### config.mk
export PLATFORM = sky130hd
export DESIGN_NAME = irc_line_tokenizer_validator
export DESIGN_NICKNAME = d
export VERILOG_FILES = /design/src/irc_ltv_pkg.sv /design/src/irc_ltv_parser.sv /design/src/irc_line_tokenizer_validator.sv
export SDC_FILE = /design/constraint.sdc
export NUM_CORES = 1
export LEC_CHECK = 0
export ABC_AREA = 0
export BUFFER_PORTS_ARGS = -buffer_cell sky130_fd_sc_hd__buf_2
export CORE_MARGIN = 3
export CORE_UTILIZATION = 46
export DETAILED_ROUTE_END_ITERATION = 8
export PLACE_DENSITY_LB_ADDON = 0.12
export SYNTH_ARGS = -nofsm -noshare
export SYNTH_HDL_FRONTEND = slang
export SYNTH_SLANG_ARGS = --single-unit
### constraint.sdc
create_clock -name clock -period 2.6 [get_ports clock]
set_input_delay 0.13 -clock clock [delete_from_list [all_inputs] [get_ports clock]]
set_output_delay 0.13 -clock clock [all_outputs]
set_load 0.01 [all_outputs]
### src/irc_ltv_pkg.sv
package irc_ltv_pkg;

   // Parser phases within one line.
   localparam logic [3:0] PH_START      = 4'd0;
   localparam logic [3:0] PH_NICK       = 4'd1;
   localparam logic [3:0] PH_USER       = 4'd2;
   localparam logic [3:0] PH_HOST       = 4'd3;
   localparam logic [3:0] PH_CMD_SKIP   = 4'd4;
   localparam logic [3:0] PH_CMD        = 4'd5;
   localparam logic [3:0] PH_PARAM_SKIP = 4'd6;
   localparam logic [3:0] PH_MIDDLE     = 4'd7;
   localparam logic [3:0] PH_TRAIL      = 4'd8;

   // Command kinds seen so far.
   localparam logic [1:0] KIND_NONE  = 2'd0;
   localparam logic [1:0] KIND_ALPHA = 2'd1;
   localparam logic [1:0] KIND_DIGIT = 2'd2;
   localparam logic [1:0] KIND_BAD   = 2'd3;

   // Byte classes.
   localparam logic [2:0] CLS_DROPPED   = 3'd0;
   localparam logic [2:0] CLS_PREFIX    = 3'd1;
   localparam logic [2:0] CLS_COMMAND   = 3'd2;
   localparam logic [2:0] CLS_MIDDLE    = 3'd3;
   localparam logic [2:0] CLS_TRAILING  = 3'd4;
   localparam logic [2:0] CLS_DELIMITER = 3'd5;
   localparam logic [2:0] CLS_AFTER_ERR = 3'd6;

   // Error codes.
   localparam logic [2:0] ERR_NONE        = 3'd0;
   localparam logic [2:0] ERR_PREFIX_ONLY = 3'd1;
   localparam logic [2:0] ERR_BAD_NICK    = 3'd2;
   localparam logic [2:0] ERR_BAD_USER    = 3'd3;
   localparam logic [2:0] ERR_EMPTY_HOST  = 3'd4;
   localparam logic [2:0] ERR_BAD_COMMAND = 3'd5;
   localparam logic [2:0] ERR_BAD_PARAM   = 3'd6;

   // Characters of interest.
   localparam logic [7:0] CH_CR    = 8'h0D;
   localparam logic [7:0] CH_LF    = 8'h0A;
   localparam logic [7:0] CH_SPACE = 8'h20;
   localparam logic [7:0] CH_COLON = 8'h3A;
   localparam logic [7:0] CH_BANG  = 8'h21;
   localparam logic [7:0] CH_AT    = 8'h40;
   localparam logic [7:0] CH_DASH  = 8'h2D;
   localparam logic [7:0] CH_DEL   = 8'h7F;

   localparam logic [3:0] FIELD_LEN_MAX   = 4'd15;
   localparam logic [3:0] NUMERIC_CMD_LEN = 4'd3;

   // Per-line parser state, apart from the parameter counter.
   typedef struct packed {
      logic [3:0] phase;
      logic [3:0] field_length;
      logic [1:0] command_kind;
      logic [2:0] error_held;
      logic       nick_bad;
      logic       user_bad;
      logic       seen_bang;
   } parse_state_type;

   localparam parse_state_type PARSE_STATE_CLEAR = '{
      phase: PH_START, field_length: 4'd0, command_kind: KIND_NONE,
      error_held: ERR_NONE, nick_bad: 1'b0, user_bad: 1'b0, seen_bang: 1'b0};

   // One result beat.
   typedef struct packed {
      logic [2:0] byte_class;
      logic [3:0] param_index;
      logic       line_done;
      logic       line_valid;
      logic [2:0] error_code;
   } result_type;

   function automatic logic is_letter(input logic [7:0] c);
      return (c >= 8'h41 && c <= 8'h5A) || (c >= 8'h61 && c <= 8'h7A);
   endfunction

   function automatic logic is_digit(input logic [7:0] c);
      return c >= 8'h30 && c <= 8'h39;
   endfunction

   function automatic logic is_special(input logic [7:0] c);
      return (c >= 8'h5B && c <= 8'h60) || (c >= 8'h7B && c <= 8'h7D);
   endfunction

   function automatic logic [1:0] kind_of(input logic [7:0] c);
      return is_letter(c) ? KIND_ALPHA : (is_digit(c) ? KIND_DIGIT : KIND_BAD);
   endfunction

   function automatic logic command_ok(input logic [1:0] kind, input logic [3:0] len);
      return (kind == KIND_ALPHA) || (kind == KIND_DIGIT && len == NUMERIC_CMD_LEN);
   endfunction

   function automatic logic [3:0] len_inc(input logic [3:0] len);
      return (len != FIELD_LEN_MAX) ? len + 4'd1 : len;
   endfunction

endpackage

### src/irc_ltv_parser.sv
module irc_ltv_parser #(
   parameter int MAX_PARAM_INDEX = 15,
   parameter int PW = $clog2(MAX_PARAM_INDEX + 1)
) (
   input  irc_ltv_pkg::parse_state_type state,
   input  logic [PW-1:0]                param_count,
   input  logic [3:0]                   max_nick_length,
   input  logic [7:0]                   data_byte,
   input  logic                         last_byte,
   output irc_ltv_pkg::parse_state_type state_next,
   output logic [PW-1:0]                param_count_next,
   output irc_ltv_pkg::result_type      result
);
   import irc_ltv_pkg::*;

   localparam logic [PW-1:0] PARAM_LIMIT = PW'(MAX_PARAM_INDEX);

   parse_state_type s;
   logic [PW-1:0]   cnt;
   logic [2:0]      cls;
   logic            show_idx;
   logic            nick_ok;
   logic [PW+3:0]   cnt_ext;

   assign cnt_ext = {4'd0, param_count};

   // Nickname character test; the first character may not be a digit or '-'.
   always_comb begin
      if (state.field_length == 4'd0) begin
         nick_ok = is_letter(data_byte) || is_special(data_byte);
      end else begin
         nick_ok = is_letter(data_byte) || is_digit(data_byte) ||
                   is_special(data_byte) || data_byte == CH_DASH;
      end
   end

   // One byte of the line: classify it and advance the parser.
   always_comb begin
      s        = state;
      cnt      = param_count;
      cls      = CLS_DELIMITER;
      show_idx = 1'b0;

      if (data_byte == CH_CR || data_byte == CH_LF) begin
         cls = CLS_DROPPED;
      end else if (state.error_held != ERR_NONE) begin
         cls = CLS_AFTER_ERR;
      end else begin
         case (state.phase)
            PH_START: begin
               if (data_byte == CH_COLON) begin
                  s.phase        = PH_NICK;
                  s.field_length = 4'd0;
                  cls            = CLS_PREFIX;
               end else if (data_byte == CH_SPACE) begin
                  s.phase = PH_CMD_SKIP;
               end else begin
                  s.command_kind = kind_of(data_byte);
                  s.field_length = 4'd1;
                  s.phase        = PH_CMD;
                  cls            = CLS_COMMAND;
               end
            end
            PH_NICK, PH_USER, PH_HOST: begin
               cls = CLS_PREFIX;
               if (data_byte == CH_SPACE) begin
                  // The prefix is judged at the space that ends it.
                  cls     = CLS_DELIMITER;
                  s.phase = PH_CMD_SKIP;
                  if (state.phase == PH_NICK) begin
                     if (state.field_length == 4'd0 || state.nick_bad) begin
                        s.error_held = ERR_BAD_NICK;
                     end
                  end else if (state.phase == PH_USER) begin
                     s.error_held = ERR_BAD_NICK;
                  end else if (state.field_length == 4'd0) begin
                     s.error_held = ERR_EMPTY_HOST;
                  end else if (state.seen_bang && state.user_bad) begin
                     s.error_held = ERR_BAD_USER;
                  end else if (state.nick_bad) begin
                     s.error_held = ERR_BAD_NICK;
                  end
               end else if (state.phase == PH_NICK &&
                            (data_byte == CH_BANG || data_byte == CH_AT)) begin
                  if (state.field_length == 4'd0) begin
                     s.nick_bad = 1'b1;
                  end
                  if (data_byte == CH_BANG) begin
                     s.seen_bang = 1'b1;
                     s.phase     = PH_USER;
                  end else begin
                     s.phase = PH_HOST;
                  end
                  s.field_length = 4'd0;
               end else if (state.phase == PH_USER && data_byte == CH_AT) begin
                  if (state.field_length == 4'd0) begin
                     s.user_bad = 1'b1;
                  end
                  s.phase        = PH_HOST;
                  s.field_length = 4'd0;
               end else begin
                  if (state.phase == PH_NICK &&
                      (!nick_ok || state.field_length >= max_nick_length)) begin
                     s.nick_bad = 1'b1;
                  end
                  if (state.phase == PH_USER && (data_byte < CH_SPACE || data_byte == CH_DEL)) begin
                     s.user_bad = 1'b1;
                  end
                  s.field_length = len_inc(state.field_length);
               end
            end
            PH_CMD_SKIP: begin
               if (data_byte != CH_SPACE) begin
                  s.command_kind = kind_of(data_byte);
                  s.field_length = 4'd1;
                  s.phase        = PH_CMD;
                  cls            = CLS_COMMAND;
               end
            end
            PH_CMD: begin
               if (data_byte == CH_SPACE) begin
                  if (!command_ok(state.command_kind, state.field_length)) begin
                     s.error_held = ERR_BAD_COMMAND;
                  end
                  s.phase = PH_PARAM_SKIP;
               end else begin
                  if (state.command_kind == KIND_ALPHA && !is_letter(data_byte)) begin
                     s.command_kind = KIND_BAD;
                  end else if (state.command_kind == KIND_DIGIT && !is_digit(data_byte)) begin
                     s.command_kind = KIND_BAD;
                  end
                  s.field_length = len_inc(state.field_length);
                  cls            = CLS_COMMAND;
               end
            end
            PH_PARAM_SKIP: begin
               if (data_byte == CH_COLON) begin
                  s.phase = PH_TRAIL;
                  cls     = CLS_TRAILING;
               end else if (data_byte != CH_SPACE) begin
                  s.phase  = PH_MIDDLE;
                  cls      = CLS_MIDDLE;
                  show_idx = 1'b1;
               end
            end
            PH_MIDDLE: begin
               if (data_byte == CH_SPACE) begin
                  if (param_count < PARAM_LIMIT) begin
                     cnt = param_count + PW'(1);
                  end
                  s.phase = PH_PARAM_SKIP;
               end else begin
                  if (data_byte == CH_COLON) begin
                     s.error_held = ERR_BAD_PARAM;
                  end
                  cls      = CLS_MIDDLE;
                  show_idx = 1'b1;
               end
            end
            default: begin
               cls = CLS_TRAILING;
            end
         endcase
      end

      // End of line: judge whatever is still open.
      if (last_byte && s.error_held == ERR_NONE) begin
         if (s.phase == PH_NICK || s.phase == PH_USER || s.phase == PH_HOST) begin
            s.error_held = ERR_PREFIX_ONLY;
         end else if (s.phase == PH_START || s.phase == PH_CMD_SKIP) begin
            s.error_held = ERR_BAD_COMMAND;
         end else if (s.phase == PH_CMD && !command_ok(s.command_kind, s.field_length)) begin
            s.error_held = ERR_BAD_COMMAND;
         end
      end
   end

   // Result beat and the state carried into the next byte.
   always_comb begin
      result.byte_class  = cls;
      result.param_index = show_idx ? cnt_ext[3:0] : 4'd0;
      result.line_done   = last_byte;
      result.line_valid  = last_byte && (s.error_held == ERR_NONE);
      result.error_code  = s.error_held;
      if (last_byte) begin
         state_next       = PARSE_STATE_CLEAR;
         param_count_next = '0;
      end else begin
         state_next       = s;
         param_count_next = cnt;
      end
   end

endmodule

### src/irc_line_tokenizer_validator.sv
// IRC line tokenizer and validator. Bytes of a line enter one per beat on the req_ stream,
// with req_tlast on the final byte, and each byte gives exactly one result beat on the rsp_
// stream in the cycle after it is taken: its class, the middle-parameter index, and on the last
// byte the line verdict with the first error found. CR and LF are dropped anywhere. A new byte
// is taken in every cycle in which rsp_tready is high; the combinational parser next-state logic
// sets this rate. While a result waits for rsp_tready no new byte is taken, and a byte can
// enter in the same cycle that the waiting result leaves. The user must write the nickname
// limit through csr_we/csr_wdata only while the block is idle; the block does not enforce it.
module irc_line_tokenizer_validator #(
   parameter int MAX_PARAM_INDEX = 15
) (
   input  logic        clock,
   input  logic        reset,
   input  logic        csr_we,
   input  logic [3:0]  csr_wdata,   // max_nick_length
   input  logic        req_tvalid,
   output logic        req_tready,
   input  logic [7:0]  req_tdata,   // data_byte[7:0]
   input  logic        req_tlast,   // last_byte
   output logic        rsp_tvalid,
   input  logic        rsp_tready,
   output logic [15:0] rsp_tdata,   // byte_class[2:0], param_index[6:3],
                                    // line_valid[7], error_code[10:8], zeros above
   output logic        rsp_tlast    // line_done
);
   import irc_ltv_pkg::*;

   localparam int PW = $clog2(MAX_PARAM_INDEX + 1);
   localparam logic [3:0] NICK_LEN_RESET = 4'd9;

   logic            accept;
   logic [3:0]      max_nick_ff;
   parse_state_type state_ff;
   parse_state_type state_in;
   logic [PW-1:0]   count_ff;
   logic [PW-1:0]   count_in;
   result_type      result_in;
   result_type      result_ff;
   logic            rsp_valid_ff;

   assign req_tready = !rsp_valid_ff || rsp_tready;
   assign accept     = req_tvalid && req_tready;

   irc_ltv_parser #(
      .MAX_PARAM_INDEX(MAX_PARAM_INDEX),
      .PW(PW)
   ) u_parser (
      .state           (state_ff),
      .param_count     (count_ff),
      .max_nick_length (max_nick_ff),
      .data_byte       (req_tdata),
      .last_byte       (req_tlast),
      .state_next      (state_in),
      .param_count_next(count_in),
      .result          (result_in)
   );

   // Nickname length register.
   always_ff @(posedge clock) begin
      if (reset) begin
         max_nick_ff <= NICK_LEN_RESET;
      end else if (csr_we) begin
         max_nick_ff <= csr_wdata;
      end
   end

   // Parser state advances on every accepted beat.
   always_ff @(posedge clock) begin
      if (reset) begin
         state_ff <= PARSE_STATE_CLEAR;
         count_ff <= '0;
      end else if (accept) begin
         state_ff <= state_in;
         count_ff <= count_in;
      end
   end

   // Result register and its valid flag.
   always_ff @(posedge clock) begin
      if (reset) begin
         rsp_valid_ff <= 1'b0;
      end else if (accept) begin
         rsp_valid_ff <= 1'b1;
      end else if (rsp_tready) begin
         rsp_valid_ff <= 1'b0;
      end
   end

   always_ff @(posedge clock) begin
      if (accept) begin
         result_ff <= result_in;
      end
   end

   assign rsp_tvalid = rsp_valid_ff;
   assign rsp_tlast  = result_ff.line_done;
   assign rsp_tdata  = {5'd0, result_ff.error_code, result_ff.line_valid,
                        result_ff.param_index, result_ff.byte_class};

   // A valid line carries no error code and only ever appears on the last beat.
   a_valid_clean: assert property (@(posedge clock) disable iff (reset)
      rsp_valid_ff && result_ff.line_valid |->
         result_ff.line_done && result_ff.error_code == ERR_NONE)
      else $error("valid line reported with an error or before the last byte");

   // A parameter index shows only on middle parameter bytes.
   a_index_middle: assert property (@(posedge clock) disable iff (reset)
      rsp_valid_ff && result_ff.param_index != 4'd0 |->
         result_ff.byte_class == CLS_MIDDLE)
      else $error("parameter index on a byte that is not a middle parameter");

   // After the last byte of a line the parser is back at the start.
   a_line_restart: assert property (@(posedge clock) disable iff (reset)
      accept && req_tlast |=>
         state_ff.phase == PH_START && state_ff.error_held == ERR_NONE && count_ff == '0)
      else $error("parser state not cleared after the end of a line");

   // Once an error is held, further non-CR/LF bytes of the line are marked after-error.
   a_error_sticky: assert property (@(posedge clock) disable iff (reset)
      accept && state_ff.error_held != ERR_NONE && req_tdata != CH_CR && req_tdata != CH_LF |=>
         result_ff.byte_class == CLS_AFTER_ERR && result_ff.error_code != ERR_NONE)
      else $error("byte after an error not marked as such");

   // A waiting result holds while the consumer stalls.
   a_result_hold: assert property (@(posedge clock) disable iff (reset)
      rsp_valid_ff && !rsp_tready |=> rsp_valid_ff && $stable(result_ff))
      else $error("stalled result changed");

endmodule
==> reports/metrics.cfg <==
[global_routing]
antenna_found_initial = 0
grt_max_degree = 16
globalRouteOverflowTotal = 0
grt_pass1_vias = 2505
track_usage_pct = 23.18
grt_pass1_wl_mm = 12.16

[sta]
fmax_ghz = 0.4090
finalMaxSlewViolations = 0
relSlewSlack_pct = 61.11
finalHoldViolations = 0
setup_viol = 0
rsz0062_at_grt = false
skew_ps = 8.479
worst_pin_slew_ps = 574.3
layout_worst_path_cycle_share_pct = 94.05
min_period_ps = 2445
setup_ws_ps = 154.8
whs_ps = 49.41

[clocking]
cts.sinks = 37
postCtsSetupBuffers = 0
htreeDepth = 2
clk_path_buf_depth = 2
cts_tree = done
cts_made_buffers = 5
clk_pin_slew_ps = 80
clk_latency_ps = 290
cts_root_buf = clkbuf_8
cts_hold_buf = 0

[worst_setup_path]
cp-end-kind = flop
cp_slowest_cell = or3_1
worstPathRequired_ps = 2640
path_class = reg -> reg
crit_fanout = 4
cp.arrival_ps = 2480
slowest_delay_ps = 440
start_kind = flop
path_cells = or3_1 -> nor3_2 -> o211ai_1 -> a2111oi_1 -> a211oi_1 -> o31ai_4 -> a21oi_1

[place]
routabilityCongestion = 0.9486
pre_cts_ws_ps = -24.82
io_buffers = 31
dp_hpwl_mm = 5.629

[floorplanning]
core_area_um2 = 5608
fp.dieH_um = 82.78
rows = 27
dieArea_um2 = 6852
initial_utilization_pct = 48.35
die_w_um = 82.78
io_pins = 37

[route]
ant_nets = 0
dr.first_iter.drc_count = 218
drt_first_pass_iters = 5
vias = 2759
drt-total-wl_mm = 7.355
routedWlPerCell_um = 15.82
vias_per_cell = 5.933
drc = 0

[cells_and_area]
final_cell_mix = nor2_1 (43), buf_4 (34), buf_2 (31)
nets = 417
mostFrequentLayoutCell = nor2_1
syn_to_final_growth_pct = 17.81
antenna_cells = 0
drive_gt1_share_pct = 21.88

[pwr]
power_frac_seq_pct = 48.7
p_clk_share_pct = 32.6
power.switching_uw = 368.0
swShare_pct = 28.33
comb_power_share_pct = 18.7
p_int_uw = 930.7
max-vdd-ir-drop_uv = 227.7
power_uw = 1299
p_leak_uw = 0.001328
power_density_nw_per_um2 = 406.6

[logic_synthesis]
synth.area.top_cells = dfxtp_1 (18%), edfxtp_1 (13%), nor2_1 (6.0%)
ys_seq_area_share_pct = 31.75
yosysTopAreaCellShare_pct = 18.46
ys_warn_count = 0
synth_ff_type = dfxtp_1
synthArstFlopShare_pct = 0
synth_area_um2 = 2711
synth_edf_count = 12
syn_avg_cell_area_um2 = 7.928
synth_top_cell_by_area = dfxtp_1
synth-seq-cells = 37
synthCells = 342
ys_types = 64

[outcome]
status = completed

[min_path]
hold_path_class = in -> reg

[run]
maxCapViolations = 0

[power by group through the flow]
| stage | logic [uW] | clock network [uW] | registers (uW) |
|---|---|---|---|
| detailed placement | 239 | 0 | 645 |
| floorplan | 160 | 0 | 648 |
| global route | 270 | 458 | 635 |
| finish | 243 | 424 | 632 |
| CTS | 240 | 440 | 631 |
| global placement | 237 | 0 | 645 |
[cells in the mapped netlist, drive strengths merged (2+ instances only)]
cell type	instances
a2111oi	5
a211oi	6
a21oi	27
a22oi	8
a311oi	2
a31oi	8
a41o	2
and2	8
and3	5
and4	3
buf	14
clkbuf	12
dfxtp	25
edfxtp	12
ha	7
inv	17
mux2i	3
nand2	27
nand2b	4
nand3	8
nand4	5
nor2	43
nor2b	8
nor3	14
nor3b	3
nor4	3
nor4b	2
o211a	2
o211ai	6
o21ai	20
o22ai	2
o31ai	3
or3	4
or4	2
xor2	2
[cell families (layout without fill, tap and decap cells)]
| group | count (synthesis) | count (layout) | share of synthesized area (%) |
|---|---|---|---|
| muxes | 3 | 3 | 1.108 |
| AOI/OAI and AO/OA | 105 | 105 | 28.38 |
| xor gates and xnor gates | 2 | 2 | 0.6462 |
| other | 1 | 5 | 0.1383 |
| adders and majority gates | 7 | 7 | 3.230 |
| and+or+nand+nor | 144 | 144 | 27.23 |
| DFF | 37 | 37 | 31.75 |
| buffers and inverters | 43 | 90 | 7.522 |
[metrics by stage]
step / std cells / util (%) / area [um^2] / TNS [ps]
after floorplan: 346 / - / 2726 / 0
after global placement: 457 / 55.04 / 3087 / -70.32
after detailed placement: 457 / 55.04 / 3087 / -57.70
after CTS: 465 / 56.85 / 3188 / 0
after global routing: 465 / 56.96 / 3194 / 0
final: 465 / 56.96 / 3194 / 0
[worst max-delay path, delay by kind of cell (launching register included)]
kind | cells | cell delay [ps]
AOI/OAI and AO/OA | 5 | 1170
DFF | 1 | 310
and+or+nand+nor | 2 | 700
[routing by layer]
layer / global-route usage (%) / wire (um)
met1: 32.00 / 3502
met2: 36.38 / 3325
met3: 3.564 / 412
met4: 8.824 / 114
met5: 0 / 0
[layout make-up]
type | count | area, um^2
Clock inverter | 2 | 13.76
Multi-Input combinational cell | 266 | 1673
Clock buffer | 6 | 82.58
Inverter | 17 | 63.81
Sequential cell | 37 | 860.8
Tap cell | 72 | 90.09
Fill cell | 543 | 2414
Timing Repair Buffer | 65 | 410.4
[registers in the layout, summed over array words and instances (netlist names)]
register,cells
count_ff,4
max_nick_ff,4
rsp_tdata,11
rsp_tlast,1
rsp_tvalid,1
state_ff,16
[worst paths after layout]
path	start	endpoint	slack, ps	cells after the start
setup reg to reg	state_ff[3]	rsp_tdata[10]	150	7
hold / removal	csr_wdata[3]	max_nick_ff[3]	50	3
setup / recovery	state_ff[3]	rsp_tdata[10]	150	7
hold reg to reg	max_nick_ff[0]	max_nick_ff[0]	490	2
[timing repair]
action / in CTS / in global routing
cloned: 0 / 0
endpoints found under the hold margin: 0 / 0
setup endpoints to repair: 1 / 3
gates resized for setup: 1 / 3
Power figures use the tool's default switching activity.
